<file path="config.mk">
export PLATFORM = sky130hd
export DESIGN_NAME = aph_front
export DESIGN_NICKNAME = d
export VERILOG_FILES = /design/src/rtl/aph_pkg.sv /design/src/rtl/aph_front.sv
export SDC_FILE = /design/constraint.sdc
export NUM_CORES = 1
export LEC_CHECK = 0
export BUFFER_PORTS_ARGS = -buffer_cell sky130_fd_sc_hd__buf_2
export CAP_MARGIN = 20
export CORE_MARGIN = 2
export CORE_UTILIZATION = 40
export DETAILED_ROUTE_END_ITERATION = 10
export GPL_TIMING_DRIVEN = 0
export PLACE_DENSITY = 0.69
export SYNTH_ARGS = -nofsm -noshare
export SYNTH_HDL_FRONTEND = slang
export SYNTH_SLANG_ARGS = --single-unit
</file>
<file path="constraint.sdc">
create_clock -name i_clk -period 1.5 [get_ports i_clk]
set_input_delay 0.075 -clock i_clk [delete_from_list [all_inputs] [get_ports i_clk]]
set_output_delay 0.075 -clock i_clk [all_outputs]
set_load 0.02 [all_outputs]
</file>
<file path="src/rtl/aph_pkg.sv">
`default_nettype none
// ----------------------------------------------------------------------------
// aph_pkg
// Shared types and constants of the archive path hash block.
// ----------------------------------------------------------------------------
package aph_pkg;

    localparam int DEFAULT_MAX_PATH_BYTES = 256;
    localparam int QUEUE_DEPTH            = 4;

    localparam logic [31:0] TAIL_WORD_0 = 32'h9BE7_4448;
    localparam logic [31:0] TAIL_WORD_1 = 32'h66F4_2C48;
    localparam logic [31:0] KEY_INIT    = 32'hF4FA_8928;
    localparam logic [31:0] LANE_B_INIT = 32'h7758_B42B;
    localparam logic [31:0] LANE_A_INIT = 32'h37A8_470E;
    localparam logic [31:0] KEY_SALT    = 32'h267B_0B11;
    localparam logic [31:0] MUL_A_SET   = 32'h0204_0801;
    localparam logic [31:0] MUL_A_KEEP  = 32'hBFEF_7FDF;
    localparam logic [31:0] MUL_B_SET   = 32'h0080_4021;
    localparam logic [31:0] MUL_B_KEEP  = 32'h7DFE_FBFF;

    localparam logic [7:0] CHAR_UPPER_A = 8'h41;
    localparam logic [7:0] CHAR_UPPER_Z = 8'h5A;
    localparam logic [7:0] CHAR_SLASH   = 8'h2F;
    localparam logic [7:0] CHAR_BSLASH  = 8'h5C;
    localparam logic [7:0] CASE_OFFSET  = 8'h20;
    localparam logic [7:0] CHAR_NUL     = 8'h00;

    // One queued request from the front to the back
    typedef struct packed {
        logic        term;     // path ended: mix tail words and emit
        logic        partial;  // term only: word holds a partial word to mix first
        logic [31:0] word;
    } t_qent;

    typedef enum logic [2:0] {
        ST_IDLE,
        ST_PREP,
        ST_MUL,
        ST_FOLD,
        ST_EMIT
    } t_back_state;

    typedef enum logic [1:0] {
        TAIL_PART,
        TAIL_WORD0,
        TAIL_WORD1
    } t_tail;

    function automatic logic [7:0] fold_char(input logic [7:0] c);
        logic [7:0] r;
        r = c;
        if (c >= CHAR_UPPER_A && c <= CHAR_UPPER_Z) begin
            r = c + CASE_OFFSET;
        end else if (c == CHAR_SLASH) begin
            r = CHAR_BSLASH;
        end
        return r;
    endfunction

endpackage
`default_nettype wire

</file>
<file path="src/rtl/aph_front.sv">
`default_nettype none
// ----------------------------------------------------------------------------
// aph_front
// Accepts path bytes, folds case and separators, packs words and queues
// word and end-of-path requests for the mixing back end.
// ----------------------------------------------------------------------------
module aph_front #(
    parameter int MAX_PATH_BYTES = aph_pkg::DEFAULT_MAX_PATH_BYTES
) (
    input  wire logic         i_clk,
    input  wire logic         i_rst_n,
    input  wire logic         i_valid,
    output logic              o_ready,
    input  wire logic [7:0]   i_byte,
    input  wire logic         i_q_full,
    output logic              o_push,
    output aph_pkg::t_qent    o_entry
);
    import aph_pkg::*;

    localparam int CW = $clog2(MAX_PATH_BYTES + 1);

    logic [31:0]   r_word, n_word;
    logic [1:0]    r_slot, n_slot;
    logic [CW-1:0] r_count, n_count;

    logic          accept;
    logic [7:0]    c_fold;
    logic [31:0]   packed_word;

    assign o_ready     = !i_q_full;
    assign accept      = i_valid && o_ready;
    assign c_fold      = fold_char(i_byte);
    assign packed_word = r_word | ({24'd0, c_fold} << {r_slot, 3'b000});

    always_comb begin
        n_word  = r_word;
        n_slot  = r_slot;
        n_count = r_count;
        o_push  = 1'b0;
        o_entry = '{term: 1'b0, partial: 1'b0, word: packed_word};
        if (accept) begin
            priority if (i_byte == CHAR_NUL) begin
                o_push  = 1'b1;
                o_entry = '{term: 1'b1, partial: (r_slot != 2'd0), word: r_word};
                n_word  = '0;
                n_slot  = '0;
                n_count = '0;
            end else if (r_count >= CW'(MAX_PATH_BYTES)) begin
                // drop bytes past the length limit
            end else begin
                n_count = CW'(r_count + 1'b1);
                n_slot  = r_slot + 2'd1;
                n_word  = packed_word;
                if (r_slot == 2'd3) begin
                    o_push = 1'b1;
                    n_word = '0;
                end
            end
        end
    end

    always_ff @(posedge i_clk) begin
        if (!i_rst_n) begin
            r_word  <= '0;
            r_slot  <= '0;
            r_count <= '0;
        end else begin
            r_word  <= n_word;
            r_slot  <= n_slot;
            r_count <= n_count;
        end
    end

endmodule
`default_nettype wire

</file>
==> reports/metrics.yaml <==
logic_synthesis:
  synth_cell_types: 36
  ys_ff_latch: 43
  syn_inst: 253
  syn_area_mm2: 0.00213
  dominantRegCellSynth: "dfxtp_1"
  synthesis.nets: 269
  seq_area_frac_synth: 0.404
  avgSynthCellArea_um2: 8.43
  ys_async_sr_fraction: 0
  synth_edf_count: 0
  ys_warn_count: 0
status:
  violations: "negative setup slack"
  outcome: "finished, violations left"
pwr:
  p_total_mw: 2.50
  p_leak_nw: 1.34
  peakVddDrop_v: 0.000591
  power_density_mw_per_mm2: 812
global_route:
  grt_usage: 0.214
  grt_first_pass_wirelength_um: 10300
  grt_max_degree: 16
  grt_pass1_vias: 2082
  globalRoute.totalOverflow: 0
  antenna_found_initial: 0
critical_path:
  critical-path-max-stage-delay_ps: 540
  required_ps: 1420
  r2r-start: "r_slot[0]"
  path_cells: "buf_8, or4_4, o22ai_4, o31a_1, buf_12, o21bai_1, buf_4"
  arrival_ps: 1580
  r2r_slack_ps: 30
  start_kind: "primary input"
  worst-path-buf-inv: 3
  regToRegEndpoint: "r_word[29]"
  slowest_stage: "or4_4"
  cp-end-kind: "output port"
  cp_num_cells: 7
  path_delay_family: "compound AO/OA/AOI/OAI gates"
  crit_type: "primary input to output port"
  cp_max_fo: 7
  r2r_cells: 6
final_layout:
  final_cells: 398
  fin_util: 0.599
  mostFrequentLayoutCells: "buf_4, dfxtp_1, buf_2"
  drive_gt1_frac: 0.418
  fillCellCount: 482
  layout.nets: 343
  area_growth_pct: 44.4
  antennaDiodeCount: 0
  layout_commonest_cell: "buf_4"
clocking:
  cts_root_buffer: "clkbuf_8"
  cts_sinks: 43
  htree_levels: 2
  clk_pin_slew_ps: 90
  cts_buffers: 5
  cts_tree: "yes"
  clk_latency_ps: 310
  cts.path.max_buffers: 2
timing:
  hold_viol_final: 0
  setup_slack_ps: -150
  drv_slew: 0
  fin_skew_ps: 11.1
  worst_pin_slew_ps: 493
  maxSlewHeadroom: 0.671
  grt_setup_unrepaired: "true"
  post-route-min-period_ps: 1650
  fmax_ghz: 0.606
  period_share: 1.10
  setup_viol: 12
floorplan:
  start_util: 0.415
  die_w_um: 77.0
  die_h_um: 77.0
  ios: 48
  die_area_mm2: 0.00593
  placementRows: 26
  core-area_mm2: 0.00514
detailed_routing:
  drc_errors: 0
  viasPerCell: 5.60
  drt_first_iter_violations: 167
  wl_per_cell_um: 16.5
  drt_pass1_iterations: 4
  wl_um: 6570
  ant_nets: 0
  dr_total_vias: 2230
placed_design:
  port_buffers: 47
  place_hpwl_um: 4040
  finalWeightedCongestion: 0.797
  dp_cells: 370
  place_ws_ps: -317
hold_path:
  whs_endpoint: "r_count[1]"
  min_path_cells: 3
  hold_path.class: "primary input to register"
  holdCritStartpoint: "i_rst_n"
job:
  cap_violations: 0
==> worst max-delay path by stage <==
stage | from | slack [ps] | to
2_1_floorplan | i_byte[5] | 80 | o_push
3_3_place_gp | i_byte[6] | -360 | r_word[22]
3_5_place_dp | i_byte[4] | -320 | o_entry[31]
4_1_cts | i_byte[2] | -130 | o_entry[23]
5_1_grt | i_byte[2] | -180 | o_entry[23]
6_report | i_byte[2] | -150 | o_entry[23]
==> per-layer routing <==
layer	GRT usage	wire length, um	vias to the layer above
li1	-	-	1087
met1	0.289	2870	1059
met3	0.0471	403	8
met2	0.341	3220	76
met5	0	0	-
met4	0.0661	76	0
==> state kept, by name (all words and copies together), names as in the netlist <==
signal   flops
r_word      32
r_slot       2
r_count      9
==> metrics by stage <==
step                      setup TNS [ps]  hold slack, ps  area (um^2)
after floorplan                        0             226         2130
after detailed placement          -14800             394         2450
after CTS                           -900            70.5         2870
after global routing               -1870            76.7         3080
after global placement            -15900             385         2450
final                              -1070            70.4         3080
==> cell usage after synthesis (2+ instances only) <==
library cell | instances | area share
dfxtp_1 | 43 | 0.40
a31o_2 | 5 | 0.021
nor2_1 | 32 | 0.056
o21ai_0 | 6 | 0.014
nor4_2 | 2 | 0.012
nand2b_1 | 3 | 0.0088
a31oi_1 | 21 | 0.062
o31ai_1 | 14 | 0.049
a21boi_1 | 3 | 0.011
and4_1 | 2 | 0.0082
o21bai_1 | 12 | 0.042
or4_1 | 3 | 0.011
inv_1 | 8 | 0.014
nand2_1 | 13 | 0.023
nand3_1 | 17 | 0.040
a21oi_1 | 11 | 0.026
nand3b_1 | 2 | 0.0070
ha_1 | 4 | 0.023
buf_2 | 8 | 0.019
or3_1 | 4 | 0.012
a21o_1 | 16 | 0.056
nand4_1 | 3 | 0.0088
o31a_1 | 2 | 0.0082
clkbuf_1 | 7 | 0.012
==> worst register-to-register path, cell delays in order (launching register included) <==
cell	delay, ps
dfxtp_4	390
ha_1	160
inv_2	40
o31a_1	360
buf_2	220
nand3_1	130
o31ai_2	70
==> where the power goes <==
part	total [mW]	leakage (nW)	internal, mW	switching (mW)
Sequential	1.18	0.352	1.17	0.0196
Clock	0.788	0.0408	0.333	0.455
Combinational	0.527	0.945	0.227	0.300
==> repair_timing <==
action	CTS	global route
gates resized for setup	57	46
endpoints found under the hold margin	0	0
setup endpoints to repair	66	54
buffers inserted	12	7
hold buffers	0	0
pin swaps	18	11
gates cloned	0	2
==> cell families after synthesis <==
logic type,count (synthesis),synth area share
buffers and inverters,23,0.0452
adder cells (fa/ha/maj),4,0.0235
AO/OA/AOI/OAI,96,0.319
flip-flops,43,0.404
XOR/XNOR,1,0.00411
AND/OR/NAND/NOR,86,0.204
==> layout make-up <==
class,instances,area (um^2),area share
multi-input cells,187,1380,0.448
flip-flops and latches,43,876,0.284
repair buffers,68,500,0.163
plain buffers,14,113,0.0366
well taps,70,87.6,0.0284
clock buffers,5,68.8,0.0223
inverters,8,30.0,0.00975
clock inverters,3,23.8,0.00772
No activity file was read; power rests on OpenSTA's default activity.
