[config.mk]
export PLATFORM = sky130hd
export DESIGN_NAME = aph_queue
export DESIGN_NICKNAME = d
export VERILOG_FILES = /design/src/rtl/aph_pkg.sv /design/src/rtl/aph_queue.sv
export SDC_FILE = /design/constraint.sdc
export NUM_CORES = 1
export LEC_CHECK = 0
export ABC_CLOCK_PERIOD_IN_PS = 2400
export BUFFER_PORTS_ARGS = -buffer_cell sky130_fd_sc_hd__clkbuf_2
export CAP_MARGIN = 20
export CELL_PAD_IN_SITES_DETAIL_PLACEMENT = 2
export CELL_PAD_IN_SITES_GLOBAL_PLACEMENT = 2
export CORE_ASPECT_RATIO = 0.6
export CORE_MARGIN = 2
export CORE_UTILIZATION = 23
export CTS_CLUSTER_SIZE = 20
export DETAILED_ROUTE_END_ITERATION = 6
export HOLD_SLACK_MARGIN = 0.02
export MAX_ROUTING_LAYER = met4
export PLACE_DENSITY = 0.49
export SYNTH_ARGS = -nofsm -noshare
export SYNTH_HDL_FRONTEND = slang
export SYNTH_SLANG_ARGS = --single-unit
[constraint.sdc]
create_clock -name i_clk -period 2.4 [get_ports i_clk]
set_input_delay 0.24 -clock i_clk [delete_from_list [all_inputs] [get_ports i_clk]]
set_output_delay 0.24 -clock i_clk [all_outputs]
set_load 0.02 [all_outputs]
[src/rtl/aph_pkg.sv]
`default_nettype none
// ----------------------------------------------------------------------------
// aph_pkg
// Shared types and constants of the archive path hash block.
// ----------------------------------------------------------------------------
package aph_pkg;

    localparam int DEFAULT_MAX_PATH_BYTES = 256;
    localparam int QUEUE_DEPTH            = 4;

    localparam logic [31:0] TAIL_WORD_0 = 32'h9BE7_4448;
    localparam logic [31:0] TAIL_WORD_1 = 32'h66F4_2C48;
    localparam logic [31:0] KEY_INIT    = 32'hF4FA_8928;
    localparam logic [31:0] LANE_B_INIT = 32'h7758_B42B;
    localparam logic [31:0] LANE_A_INIT = 32'h37A8_470E;
    localparam logic [31:0] KEY_SALT    = 32'h267B_0B11;
    localparam logic [31:0] MUL_A_SET   = 32'h0204_0801;
    localparam logic [31:0] MUL_A_KEEP  = 32'hBFEF_7FDF;
    localparam logic [31:0] MUL_B_SET   = 32'h0080_4021;
    localparam logic [31:0] MUL_B_KEEP  = 32'h7DFE_FBFF;

    localparam logic [7:0] CHAR_UPPER_A = 8'h41;
    localparam logic [7:0] CHAR_UPPER_Z = 8'h5A;
    localparam logic [7:0] CHAR_SLASH   = 8'h2F;
    localparam logic [7:0] CHAR_BSLASH  = 8'h5C;
    localparam logic [7:0] CASE_OFFSET  = 8'h20;
    localparam logic [7:0] CHAR_NUL     = 8'h00;

    // One queued request from the front to the back
    typedef struct packed {
        logic        term;     // path ended: mix tail words and emit
        logic        partial;  // term only: word holds a partial word to mix first
        logic [31:0] word;
    } t_qent;

    typedef enum logic [2:0] {
        ST_IDLE,
        ST_PREP,
        ST_MUL,
        ST_FOLD,
        ST_EMIT
    } t_back_state;

    typedef enum logic [1:0] {
        TAIL_PART,
        TAIL_WORD0,
        TAIL_WORD1
    } t_tail;

    function automatic logic [7:0] fold_char(input logic [7:0] c);
        logic [7:0] r;
        r = c;
        if (c >= CHAR_UPPER_A && c <= CHAR_UPPER_Z) begin
            r = c + CASE_OFFSET;
        end else if (c == CHAR_SLASH) begin
            r = CHAR_BSLASH;
        end
        return r;
    endfunction

endpackage
`default_nettype wire

[src/rtl/aph_queue.sv]
`default_nettype none
// ----------------------------------------------------------------------------
// aph_queue
// Short FIFO of mixing requests between the front and the back end.
// ----------------------------------------------------------------------------
module aph_queue (
    input  wire logic         i_clk,
    input  wire logic         i_rst_n,
    input  wire logic         i_push,
    input  aph_pkg::t_qent    i_entry,
    input  wire logic         i_pop,
    output logic              o_full,
    output logic              o_empty,
    output aph_pkg::t_qent    o_entry
);
    import aph_pkg::*;

    localparam int PW = $clog2(QUEUE_DEPTH);
    localparam int NW = $clog2(QUEUE_DEPTH + 1);

    t_qent         r_mem [QUEUE_DEPTH];
    logic [PW-1:0] r_wr_ptr, r_rd_ptr;
    logic [NW-1:0] r_used;

    logic do_push, do_pop;

    assign o_full  = (r_used == NW'(QUEUE_DEPTH));
    assign o_empty = (r_used == '0);
    assign o_entry = r_mem[r_rd_ptr];
    assign do_push = i_push && !o_full;
    assign do_pop  = i_pop && !o_empty;

    always_ff @(posedge i_clk) begin
        if (do_push) begin
            r_mem[r_wr_ptr] <= i_entry;
        end
    end

    always_ff @(posedge i_clk) begin
        if (!i_rst_n) begin
            r_wr_ptr <= '0;
            r_rd_ptr <= '0;
            r_used   <= '0;
        end else begin
            if (do_push) begin
                r_wr_ptr <= (r_wr_ptr == PW'(QUEUE_DEPTH - 1)) ? '0 : PW'(r_wr_ptr + 1'b1);
            end
            if (do_pop) begin
                r_rd_ptr <= (r_rd_ptr == PW'(QUEUE_DEPTH - 1)) ? '0 : PW'(r_rd_ptr + 1'b1);
            end
            if (do_push && !do_pop) begin
                r_used <= NW'(r_used + 1'b1);
            end else if (do_pop && !do_push) begin
                r_used <= NW'(r_used - 1'b1);
            end
        end
    end

endmodule
`default_nettype wire

==> results list <==
* Number of DRC violations after detailed routing: 0
- The worst-case IR drop observed on VDD is 470.3 uV.
- The die covers 24,920 um^2.
- Clock latency on the worst-skew pair, taken at its later pin, is 0.43 ns.
- On the final layout, the worst clock skew is 0.005632 ns.
* Drt first pass iters: 4
- Detailed routing inserted a total of 2,676 vias.
* Final Routed Wirelength: 11,810 um
- Number of DRC markers in iteration 0: 87
* Number of port buffers: 73
- For this design the total switching power over the nets is 2.243 mW.
- Part of the total power dissipated in combinational logic: 23.3%
- Register share of total power: 41.0%
* CP delay by family, top: multiplexers
- Routability congestion estimate: 0.6776
* Area inside the core boundary: 23,130 um^2
- Shortest clock period the worst path allows after layout: 2.199 ns
* Power Dens Cells: 1101 nW/um^2
- TritonCTS built the clock tree.
- HPWL after detailed placement: 7492 um
* Net count reported at finish: 398
* Warnings from Yosys: 0
- Along the worst path, the maximum fanout reaches 14.
- Summed over all cells, the static leakage comes to 2.457 nW.
- Die span in y: 123.1 um
* Startpoint type of the worst setup path: register
- Remaining max-slew budget at the tightest pin: 62.80%
* Largest net degree at the start of global routing: 19
- Portion of the post-synthesis area used by sequential elements: 78.45%
- 74 I/O pins were placed.
* Endpoints failing setup: 0
- Synthesis inferred 145 register bits.
- For the pin with the worst max-slew slack, the measured transition is 0.5580 ns.
- The placed instances occupy a cell area of 6238 um^2.
* Worst path arrival time: 1.96 ns
- The repair_antennas step left the layout with diodes totalling 0.
* Yosys cell types: 25
* Share of power burned in the clock network: 35.7%
* Mapped Cells: 229
- Buf+Inv Stages, Crit Path: 2
- Synthesized Nets: 274
* Critical-path top delay cell: sky130_fd_sc_hd__mux4_1
- Clk root buf: sky130_fd_sc_hd__clkbuf_16
- Final Max Tran Viols: 0
- The clock drives 145 sinks.
* Post-cts resize count: 0
- RSZ-0062 raised after global routing: no
* Critical path capture point type: primary output
* Post-synth design cell area: 5435 um^2
- The initial antenna violation count came to 0.
- In this run the mean area of a mapped cell was 23.73 um^2.
- Register clock-pin slew on the reported worst setup and hold paths: 0.06 ns
* Remaining Overflow, GRT: 0
- Once detail routing completed, the nets flagged for antenna violations numbered 0.
* Mean routed wirelength per cell: 17.34 um
- Final hold violations: 0
- Overall fraction of global-route tracks in use: 10.82%
- The first global-routing pass estimated 18,290 um of wire.
- Kind of critical path: register to primary output
* Total number of H-tree levels: 4
- The final critical path takes up 91.63% of the cycle.
* Main area contributors after synthesis: sky130_fd_sc_hd__edfxtp_1 (75%), sky130_fd_sc_hd__mux4_2 (12%), sky130_fd_sc_hd__dfxtp_1 (3.3%), sky130_fd_sc_hd__mux4_1 (1.9%), sky130_fd_sc_hd__ha_1 (1.4%)
* Internal Dissipation: 5.643 mW
- Final-layout setup total negative slack: 0 ns
* Initial Utilization: 23.49%
* Ratio of cells with drive above 1 in the final layout: 42.35%
- The tightest min-delay check is of the primary input to register type.
- Derived from the worst setup path, the maximum achievable clock frequency is 0.4547 GHz.
- Via-per-instance ratio: 3.930
- The via count of the first global-routing pass was 3,046.
- sky130_fd_sc_hd__edfxtp_1 takes more of the synthesized area than any other cell.
- On the worst path, the slowest cell contributes a delay of 0.59 ns.
- Top-area cell type share of the netlist area: 75.14%
- Net Sw Frac: 28.44%
* Layout overhead on the synthesized area: 31.79%
- Outcome: finished clean
- Once the clock tree was built, the setup fixing pass inserted 0 buffers.
- Finished Cell Area: 7163 um^2
- Inserted Clock Buffers: 17
- Number of max-capacitance violations reported: 0
- Measured along the x axis, the die boundary spans 202.5 um.
* Site Rows: 43
- For the worst setup path, the data required time is 2.16 ns.
- Number of buffers between clock root and the deepest sink: 2
- Traced cell by cell, the critical path runs through buf_12 > mux4_1 > clkbuf_2.
[worst register-to-register path: cells and delay by family (launching register included)]
family / cells / cell delay, ns
fa+ha+maj: 2 / 0.62
simple gates: 1 / 0.30
buf+inv: 1 / 0.07
xor+xnor: 1 / 0.17
compound gates: 2 / 0.51
flops: 1 / 0.39
[cells in the mapped netlist]
cell type and count:
sky130_fd_sc_hd__o21ai_0 3, sky130_fd_sc_hd__or3_1 1, sky130_fd_sc_hd__inv_1 3, sky130_fd_sc_hd__edfxtp_1 136
sky130_fd_sc_hd__fa_1 1, sky130_fd_sc_hd__xnor2_1 1, sky130_fd_sc_hd__buf_6 1, sky130_fd_sc_hd__nand2_1 6
sky130_fd_sc_hd__clkbuf_1 2, sky130_fd_sc_hd__nor2_1 2, sky130_fd_sc_hd__buf_12 3, sky130_fd_sc_hd__dfxtp_1 9
sky130_fd_sc_hd__mux4_2 30, sky130_fd_sc_hd__ha_1 6, sky130_fd_sc_hd__a21boi_0 1, sky130_fd_sc_hd__nor3b_2 1
sky130_fd_sc_hd__mux2i_1 3, sky130_fd_sc_hd__mux4_1 4, sky130_fd_sc_hd__nor2b_1 2, sky130_fd_sc_hd__nor3_1 1
sky130_fd_sc_hd__buf_2 4, sky130_fd_sc_hd__nand3_1 2, sky130_fd_sc_hd__and2_1 5, sky130_fd_sc_hd__xor2_1 1
sky130_fd_sc_hd__o31ai_1 1
[flip-flops by register name, summed over array words and instances (netlist names), named ones only]
signal / count
r_mem: 136
r_rd_ptr: 2
r_wr_ptr: 2
r_used: 3
[cells by family (layout without fill, tap and decap cells)]
kind of cell / after synthesis / in the layout / share of synthesized area [%]
flops: 145 / 145 / 78.45
mux: 37 / 37 / 14.92
simple gates: 20 / 20 / 1.980
buf+inv: 13 / 150 / 2.026
fa+ha+maj: 7 / 7 / 1.750
compound gates: 5 / 5 / 0.5525
xor+xnor: 2 / 2 / 0.3223
[layer usage]
layer	up-vias	wire, um	GRT usage [%]
met5	-	0	-
met4	0	290	6.022
met3	19	541	3.769
met2	62	5435	16.07
met1	1392	5542	12.99
li1	1203	-	-
[through the flow]
stage	cells	util, %	power (mW)	hold WS (ns)	worst slack [ns]
2_1_floorplan	229	-	4.507	0.3389	0.2880
3_3_place_gp	620	26.97	5.110	0.4553	0.3515
3_5_place_dp	620	26.97	5.155	0.4648	0.2342
4_1_cts	681	30.96	8.065	0.02224	0.1029
5_1_grt	681	30.96	8.279	0.03404	0.06093
6_report	681	30.96	7.886	0.04927	0.2009
[final cells by class]
class                           count  area (um^2)
Multi-Input combinational cell     71         1066
Clock inverter                     15        209.0
Inverter                            3        11.26
Timing Repair Buffer              115        790.8
Clock buffer                       17        425.4
Sequential cell                   145         4267
Tap cell                          315        394.1
Fill cell                        2350        15970
[power groups by stage]
stage               Sequential (mW)  Combinational, mW  Clock, mW
floorplan                      3.21               1.30          0
global route                   3.27               2.01       3.00
detailed placement             3.30               1.86          0
finish                         3.24               1.84       2.81
global placement               3.28               1.83          0
CTS                            3.24               1.91       2.91
[timing repair]
item,4_1_cts,5_1_grt
hold buffers,29,0
endpoints found under the hold margin,116,0
setup endpoints to repair,0,0
[cell usage in the layout, fill, tap and decap left out]
| master | instances |
|---|---|
| sky130_fd_sc_hd__dfxtp_2 | 2 |
| sky130_fd_sc_hd__inv_1 | 3 |
| sky130_fd_sc_hd__edfxtp_1 | 136 |
| sky130_fd_sc_hd__dfxtp_1 | 7 |
| sky130_fd_sc_hd__clkinv_4 | 4 |
| sky130_fd_sc_hd__fa_1 | 1 |
| sky130_fd_sc_hd__o31ai_1 | 1 |
| sky130_fd_sc_hd__xnor2_1 | 1 |
| sky130_fd_sc_hd__nand3_1 | 2 |
| sky130_fd_sc_hd__nor2b_1 | 2 |
| sky130_fd_sc_hd__clkinv_2 | 1 |
| sky130_fd_sc_hd__mux4_2 | 30 |
| sky130_fd_sc_hd__buf_12 | 3 |
| sky130_fd_sc_hd__clkbuf_16 | 17 |
| sky130_fd_sc_hd__nor2_1 | 2 |
| sky130_fd_sc_hd__clkbuf_2 | 73 |
| sky130_fd_sc_hd__dlygate4sd3_1 | 29 |
| sky130_fd_sc_hd__and2_1 | 1 |
| sky130_fd_sc_hd__mux4_1 | 4 |
| sky130_fd_sc_hd__nand2_1 | 6 |
| sky130_fd_sc_hd__a21boi_0 | 1 |
| sky130_fd_sc_hd__clkinvlp_4 | 3 |
| sky130_fd_sc_hd__or3_1 | 1 |
| sky130_fd_sc_hd__xor2_1 | 1 |
| sky130_fd_sc_hd__nor3b_2 | 1 |
| sky130_fd_sc_hd__nor3_1 | 1 |
| sky130_fd_sc_hd__mux2i_1 | 3 |
| sky130_fd_sc_hd__inv_6 | 3 |
| sky130_fd_sc_hd__buf_4 | 10 |
| sky130_fd_sc_hd__and2_2 | 4 |
| sky130_fd_sc_hd__o21ai_0 | 3 |
| sky130_fd_sc_hd__bufinv_16 | 4 |
| sky130_fd_sc_hd__ha_1 | 6 |
[worst paths after layout]
path          startpoint            to  slack (ns)  cells after the start
min reg2reg  r_wr_ptr[1]   r_wr_ptr[1]        0.53                      2
max             register   o_entry[23]        0.20                      3
max reg2reg    r_used[0]     r_used[2]        0.27                      7
min          i_entry[11]  r_mem[2][11]        0.05                      1
(Power assumes the default switching activity.)
